`src/hdl/sdr_pkg.sv`:
```
// ============================================================================
// Servo duty ramp package
// Widths, codes, word structs and constant tables of the servo duty ramp.
// ============================================================================
package sdr_pkg;

    localparam int unsigned OP_W      = 3;
    localparam int unsigned POS_W     = 7;
    localparam int unsigned SPEED_W   = 8;
    localparam int unsigned STATUS_W  = 2;
    localparam int unsigned DUTY_W    = 22;
    localparam int unsigned STEP_W    = 24;
    localparam int unsigned CFG_IDX_W = 2;
    localparam int unsigned CFG_W     = 7;

    localparam logic [DUTY_W-1:0] DUTY_MIN     = 22'd600000;
    localparam logic [DUTY_W-1:0] DUTY_MAX     = 22'd3140000;
    localparam logic [DUTY_W-1:0] DUTY_PER_POS = 22'd20000;

    localparam logic [POS_W-1:0] MIN_POS_RST     = 7'd0;
    localparam logic [POS_W-1:0] MAX_POS_RST     = 7'd100;
    localparam logic [POS_W-1:0] STANDBY_POS_RST = 7'd50;

    // step = floor(|diff| * speed / 100) via per-speed reciprocal
    localparam int unsigned SPEED_SCALE = 100;
    localparam int unsigned RECIP_SH    = 29;
    localparam int unsigned RECIP_W     = 31;
    localparam int unsigned PROD_W      = DUTY_W + RECIP_W;
    localparam int unsigned QUOT_W      = STEP_W - 1;

    // position = floor((duty - min) / 32 / 625) via reciprocal
    localparam int unsigned POS_SHIFT   = 5;
    localparam int unsigned POS_NUM_W   = DUTY_W - POS_SHIFT;
    localparam int unsigned POS_RECIP_W = 17;
    localparam int unsigned POS_RECIP_SH = 26;
    localparam int unsigned POS_PROD_W  = POS_NUM_W + POS_RECIP_W;
    localparam logic [POS_RECIP_W-1:0] POS_RECIP = 17'd107375;

    typedef enum logic [OP_W-1:0] {
        OP_TICK      = 3'd0,
        OP_MOVE      = 3'd1,
        OP_STANDBY   = 3'd2,
        OP_STOP      = 3'd3,
        OP_POWER_OFF = 3'd4
    } op_t;

    typedef enum logic [STATUS_W-1:0] {
        ST_OK         = 2'd0,
        ST_RANGE      = 2'd1,
        ST_SAME       = 2'd2,
        ST_ZERO_SPEED = 2'd3
    } status_t;

    typedef enum logic [CFG_IDX_W-1:0] {
        CFG_MIN_POS     = 2'd0,
        CFG_MAX_POS     = 2'd1,
        CFG_STANDBY_POS = 2'd2
    } cfg_idx_t;

    typedef struct packed {
        logic [OP_W-1:0]    operation;
        logic [POS_W-1:0]   target_position;
        logic [SPEED_W-1:0] ramp_speed;
    } item_t;

    typedef struct packed {
        status_t           status;
        logic [DUTY_W-1:0] duty_ns;
        logic              duty_written;
        logic              powered;
    } result_t;

    typedef logic [RECIP_W-1:0] recip_tab_t [2**SPEED_W];

    function automatic recip_tab_t build_recip_tab();
        recip_tab_t tab;
        for (int i = 0; i < 2**SPEED_W; i++) begin
            tab[i] = RECIP_W'(((64'(i) << RECIP_SH) + 64'(SPEED_SCALE - 1))
                              / 64'(SPEED_SCALE));
        end
        return tab;
    endfunction

    localparam recip_tab_t RECIP_TAB = build_recip_tab();

    function automatic logic [DUTY_W-1:0] duty_for_pos(input logic [POS_W-1:0] pos);
        logic [DUTY_W-1:0] scaled;
        scaled = DUTY_W'(pos) * DUTY_PER_POS;
        return scaled + DUTY_MIN;
    endfunction

endpackage

```
`src/hdl/sdr_posn.sv`:
```
// ============================================================================
// Servo duty ramp position stage
// Derive the position from the pulse width and hold the output word.
// ============================================================================
module sdr_posn (
    input  logic                              aclk,
    input  logic                              aresetn,
    input  logic                              res_valid,
    input  sdr_pkg::result_t                  res,
    output logic                              res_take,
    output logic                              m_valid,
    input  logic                              m_ready,
    output logic [sdr_pkg::STATUS_W-1:0]      m_status,
    output logic [sdr_pkg::DUTY_W-1:0]        m_duty_ns,
    output logic                              m_duty_written,
    output logic [sdr_pkg::POS_W-1:0]         m_position_now,
    output logic                              m_powered
);

    logic                                 m_valid_reg;
    sdr_pkg::result_t                     out_reg;
    logic [sdr_pkg::POS_W-1:0]            pos_reg, pos_next;
    logic [sdr_pkg::DUTY_W-1:0]           offset;
    logic [sdr_pkg::POS_PROD_W-1:0]       pos_prod;

    assign res_take = !m_valid_reg || m_ready;

    always_comb begin
        offset   = res.duty_ns - sdr_pkg::DUTY_MIN;
        pos_prod = sdr_pkg::POS_PROD_W'(offset[sdr_pkg::DUTY_W-1:sdr_pkg::POS_SHIFT])
                   * sdr_pkg::POS_PROD_W'(sdr_pkg::POS_RECIP);
        if (res.duty_ns < sdr_pkg::DUTY_MIN) begin
            pos_next = '0;
        end else begin
            pos_next = pos_prod[sdr_pkg::POS_RECIP_SH +: sdr_pkg::POS_W];
        end
    end

    always_ff @(posedge aclk) begin
        if (!aresetn) begin
            m_valid_reg <= 1'b0;
        end else if (res_take) begin
            m_valid_reg <= res_valid;
        end
    end

    always_ff @(posedge aclk) begin
        if (res_take && res_valid) begin
            out_reg <= res;
            pos_reg <= pos_next;
        end
    end

    assign m_valid        = m_valid_reg;
    assign m_status       = out_reg.status;
    assign m_duty_ns      = out_reg.duty_ns;
    assign m_duty_written = out_reg.duty_written;
    assign m_position_now = pos_reg;
    assign m_powered      = out_reg.powered;

endmodule

```
`config.mk`:
```
export PLATFORM = sky130hd
export DESIGN_NAME = sdr_posn
export DESIGN_NICKNAME = d
export VERILOG_FILES = /design/src/hdl/sdr_pkg.sv /design/src/hdl/sdr_posn.sv
export SDC_FILE = /design/constraint.sdc
export NUM_CORES = 1
export LEC_CHECK = 0
export ABC_AREA = 1
export ABC_CLOCK_PERIOD_IN_PS = 15300
export BUFFER_PORTS_ARGS = -buffer_cell sky130_fd_sc_hd__buf_4
export CAP_MARGIN = 15
export CORE_ASPECT_RATIO = 1.4
export CORE_MARGIN = 2
export CORE_UTILIZATION = 48
export DETAILED_ROUTE_END_ITERATION = 16
export MAX_ROUTING_LAYER = met4
export PLACE_DENSITY = 0.66
export SETUP_SLACK_MARGIN = 0.1
export SKIP_LAST_GASP = 1
export SYNTH_ARGS = -nofsm -noshare
export SYNTH_HDL_FRONTEND = slang
export SYNTH_SLANG_ARGS = --single-unit
```
`constraint.sdc`:
```
create_clock -name aclk -period 15.3 [get_ports aclk]
set_input_delay 0 -clock aclk [delete_from_list [all_inputs] [get_ports aclk]]
set_output_delay 0 -clock aclk [all_outputs]
set_load 0.02 [all_outputs]
```
# After elaboration in Yosys (flattened, before gate mapping)
# Cells that the tools add are included.
# W data, S select, Z words.
# word_totals
ff_bits	34
# op_classes
addsub	1
n_mul	1
n_lt_le_gt_ge	1
n_reduce_logical	3
# op_table
operator	count
$mul A17 B17 Y33 const B	1
$lt A22 B20 Y1 const B	1
$sub A22 B20 Y22 const B	1
$logic_and A1 B1 Y1	1
$logic_not A1 Y1	1
$logic_or A1 B1 Y1	1

# Longest topological paths before layout
# depth
depth_word	3
mapped_depth	34
ltp_nobuf	34

# Least setup slack after synthesis
# Ideal clock, no wire load.
# synth_path
path_kind	input -> register
startpoint	in res[8] in the netlist's numbering
endpoint	reg pos_reg, in the netlist m_position_now[4], data pin
setup_time_ns	0.255
arrival_ns	5.015
t_required_ns	15.045
path_slack_ns	10.030
stages	27
path_buffers	0
cell_sequence	ha_1 nand2_2 nor2_1 nand3_1 nand2_2 xor2_2 inv_2 ha_1 inv_1 fa_1 inv_1 fa_1 fa_1 fa_1 inv_1 fa_1 inv_1 ha_1 nand2_1 nor2_1 inv_1 nor2_1 nand3_1 nor2_1 nand2_1 a21oi_1 nor2_1
# synth_via
elab_chain_len	2
elab_cells_between_ends	3
# synth_lines
element	line_no	source
start, declared	sdr_posn.sv:9	input sdr_pkg::result_t res,
$sub A22 B20 Y22	sdr_posn.sv:29	offset = res.duty_ns - sdr_pkg::DUTY_MIN;
$mul A17 B17 Y33	sdr_posn.sv:31	* sdr_pkg::POS_PROD_W'(sdr_pkg::POS_RECIP);
end signal, assigned	sdr_posn.sv:50	pos_reg <= pos_next;
end, declared	sdr_posn.sv:22	logic [sdr_pkg::POS_W-1:0] pos_reg, pos_next;
# Parallel ways exist; a longest one is shown, timed or not.
# A chain may end at the register's enable or synchronous reset.

# Final worst setup path
# layout_path
startpoint	in res[16] in the netlist's numbering
endpoint	reg pos_reg, in the netlist m_position_now[4], data pin
# The elaborated chain is that of the path after synthesis.

==> key figures <==
Run status
  • Outcome: completed

Placement
  • Gpl congestion: 1.00
  • DP HPWL: 16,900 µm
  • Port buffer count: 64

Clocking
  • CTS buffer count: 5
  • Clock transition at the registers of the reported paths: 0.06 ns
  • Clk buf depth: 2
  • CTS tree: yes
  • Root buf cell: clkbuf_16
  • H-Tree Depth: 2
  • # hold bufs at CTS: 26
  • CTS Sinks: 34
  • Worst skew pair latency: 0.29 ns
  • Post-CTS sizing: 0
  • Setup Buffers After CTS: 0

Synth
  • Primary FF master, synth: edfxtp_1
  • Adder-Cell Fraction of Synth Area: 46.5%
  • Post-synth top area share: 27.2%
  • Post-synthesis mux area share: 0%
  • Xor/xnor cell area share of the yosys netlist: 2.54%
  • Mapped Cells: 981
  • Synth Area in Compound Gates: 3.76%
  • Count of cell types in the netlist: 35
  • Async SR Flop Fraction: 0%
  • Post-synthesis sequential area ratio: 12.8%
  • Post-Synth Simple-Gate Area: 19.1%
  • Syn nets: 1,240
  • Most area-hungry cell type in the Yosys netlist: fa_1
  • Post-Syn Area per Cell: 8.04 µm²
  • Post-Syn Area: 7890 µm²
  • Post-synthesis register bit count: 34
  • Yosys warning total: 0
  • Largest family of logic cells by synthesized area: adder cells
  • Synth top area cells: fa_1 (27%), ha_1 (19%), inv_1 (14%)
  • EDFF count, synth: 33

Setup path
  • Critical path launch point type: input port
  • Reg2reg end: m_position_now[6]$_SDFFCE_PN0P_
  • Slowest stage delay, CP: 0.57 ns
  • CP most frequent cell: inv_1
  • Worst r2r src: m_valid$_SDFFE_PN0N_
  • Crit end category: flop
  • Critical Path AT: 6.21 ns
  • R2r setup slk: 13.87 ns
  • R2R depth: 2
  • WP data required: 15.35 ns
  • Critical-path top delay cell: fa_1
  • Critical path class: in2reg
  • Crit path max fanout: 7

STA
  • Final min period: 6.16 ns
  • Setup TNS: 0 ns
  • Relative slew slack: 62.4%
  • Ratio of final minimum period to clock period: 40.3%
  • Final Hold Viols: 0
  • FMAX: 162 MHz
  • Post-route clock skew: 0.00691 ns
  • Fin. max-slew vios: 0
  • RSZ-0062 raised after global routing: false
  • Final setup vio count: 0
  • Worst-Margin Slew: 0.563 ns

Routing
  • Drt wl/cell: 14.8 µm
  • ANT nets after route: 0
  • Drt first pass iters: 5
  • Total number of vias: 6,169
  • Remaining routing DRC violations: 0
  • Number of DRC markers in iteration 0: 325
  • Vias per inst: 4.82
  • WL final: 19,000 µm

Min path
  • Hold path startpoint: res[7]
  • Hold Crit Depth: 1
  • HP Class: in2reg
  • Hold Path Sink: m_duty_ns[5]$_DFFE_PP_

Floorplan
  • # rows: 55
  • Horiz. Die Dim: 112 µm
  • Initial Utilization: 49.0%
  • Die area: 17,500 µm²
  • Die Ht: 156 µm
  • Core Region: 16,100 µm²
  • Total I/O pin count: 65

Finish
  • Most common cell after layout, fill and taps aside: inv_1
  • Most frequent cells in the layout: inv_1 (302), nand2_1 (188), ha_1 (122), fa_1 (107), buf_4 (65)
  • Max reg flops: 22
  • Layout cells sized above 1: 11.8%
  • Fill count: 1,529
  • Layout Nets: 1,338
  • Area delta synth->final: 14.9%
  • Ant. Diodes: 0

Global routing
  • Initial antenna violation count: 0
  • First-pass GRT wire length: 31,500 µm
  • Gr usage total: 23.6%
  • Global route total overflow: 0
  • Number of global-route vias before repair: 6,543
  • Largest net degree at the start of global routing: 26

Job
  • Number of max-cap violations: 0
how the worst max path moves through the flow:
| stage | start | end | slack, ns | cells past startpoint |
|---|---|---|---|---|
| floorplan | res[8] | m_position_now[4]$_SDFFCE_PN0P_ | 10.03 | 27 |
| global placement | res[8] | m_position_now[4]$_SDFFCE_PN0P_ | 9.44 | 28 |
| detailed placement | res[8] | m_position_now[4]$_SDFFCE_PN0P_ | 9.40 | 28 |
| CTS | res[8] | m_position_now[4]$_SDFFCE_PN0P_ | 9.14 | 29 |
| global route | res[16] | m_position_now[4]$_SDFFCE_PN0P_ | 8.66 | 30 |
| finish | res[16] | m_position_now[4]$_SDFFCE_PN0P_ | 9.14 | 29 |
critical path, delay by kind of cell:
kind,cells,cell delay (ns)
fa+ha+maj,7,3.27
simple gates,11,1.30
buf+inv,9,1.18
xor+xnor,1,0.32
compound gates,1,0.12
layer usage:
| layer | wire length [µm] | up-vias | global-route usage (%) |
|---|---|---|---|
| li1 | - | 3097 | - |
| met1 | 7270 | 2908 | 26.8 |
| met2 | 10500 | 127 | 43.8 |
| met3 | 508 | 37 | 1.32 |
| met4 | 691 | 0 | 8.48 |
| met5 | 0 | - | - |
cell families (layout without fill, tap and decap cells):
| group | Yosys count | in the layout |
|---|---|---|
| compound gates | 51 | 51 |
| xor+xnor | 22 | 22 |
| fa+ha+maj | 229 | 229 |
| buf+inv | 319 | 418 |
| flops | 34 | 34 |
| simple gates | 326 | 326 |
stage by stage:
| stage | worst slack (ns) | cell area (µm²) | utilization (%) | hold slack [ns] | std cells |
|---|---|---|---|---|---|
| after floorplan | 10.03 | 7890 | - | 0.0989 | 981 |
| after CTS | 9.14 | 9060 | 56.3 | 0.00294 | 1279 |
| after global routing | 8.66 | 9060 | 56.3 | 0.00601 | 1279 |
| after detailed placement | 9.40 | 8630 | 53.6 | 0.180 | 1245 |
| after global placement | 9.44 | 8630 | 53.6 | 0.179 | 1245 |
| final | 9.14 | 9060 | 56.3 | 0.00177 | 1279 |
area by class of cell:
type	count	area [µm²]	share of cell area, %
tap	199	249	2.75
clock inverter	3	45.0	0.497
clock buffer	5	125	1.38
timing repair buffer	91	748	8.25
multi-input combinational	628	5690	62.7
sequential	34	1010	11.2
inverter	319	1200	13.2
cell usage after synthesis (2+ instances only):
library cell    n
xor2_1         17
nand2_2        11
a21oi_1        28
nand3_1        26
nand2_1       188
o21ai_0         5
nor3_4          2
fa_1          107
nor3_1          8
inv_1         302
nand4_1         6
o21bai_1       12
nand2_8         2
nand2_4         5
inv_2          16
nor2_2          6
ha_1          122
nor2_1         61
xnor2_1         4
nor2_4          3
nand3b_1        2
o21ai_1         2
a21o_1          2
edfxtp_1       33
Power is not shown: default switching activity piles up to over one toggle a cycle in this logic, so the estimate is an artifact.
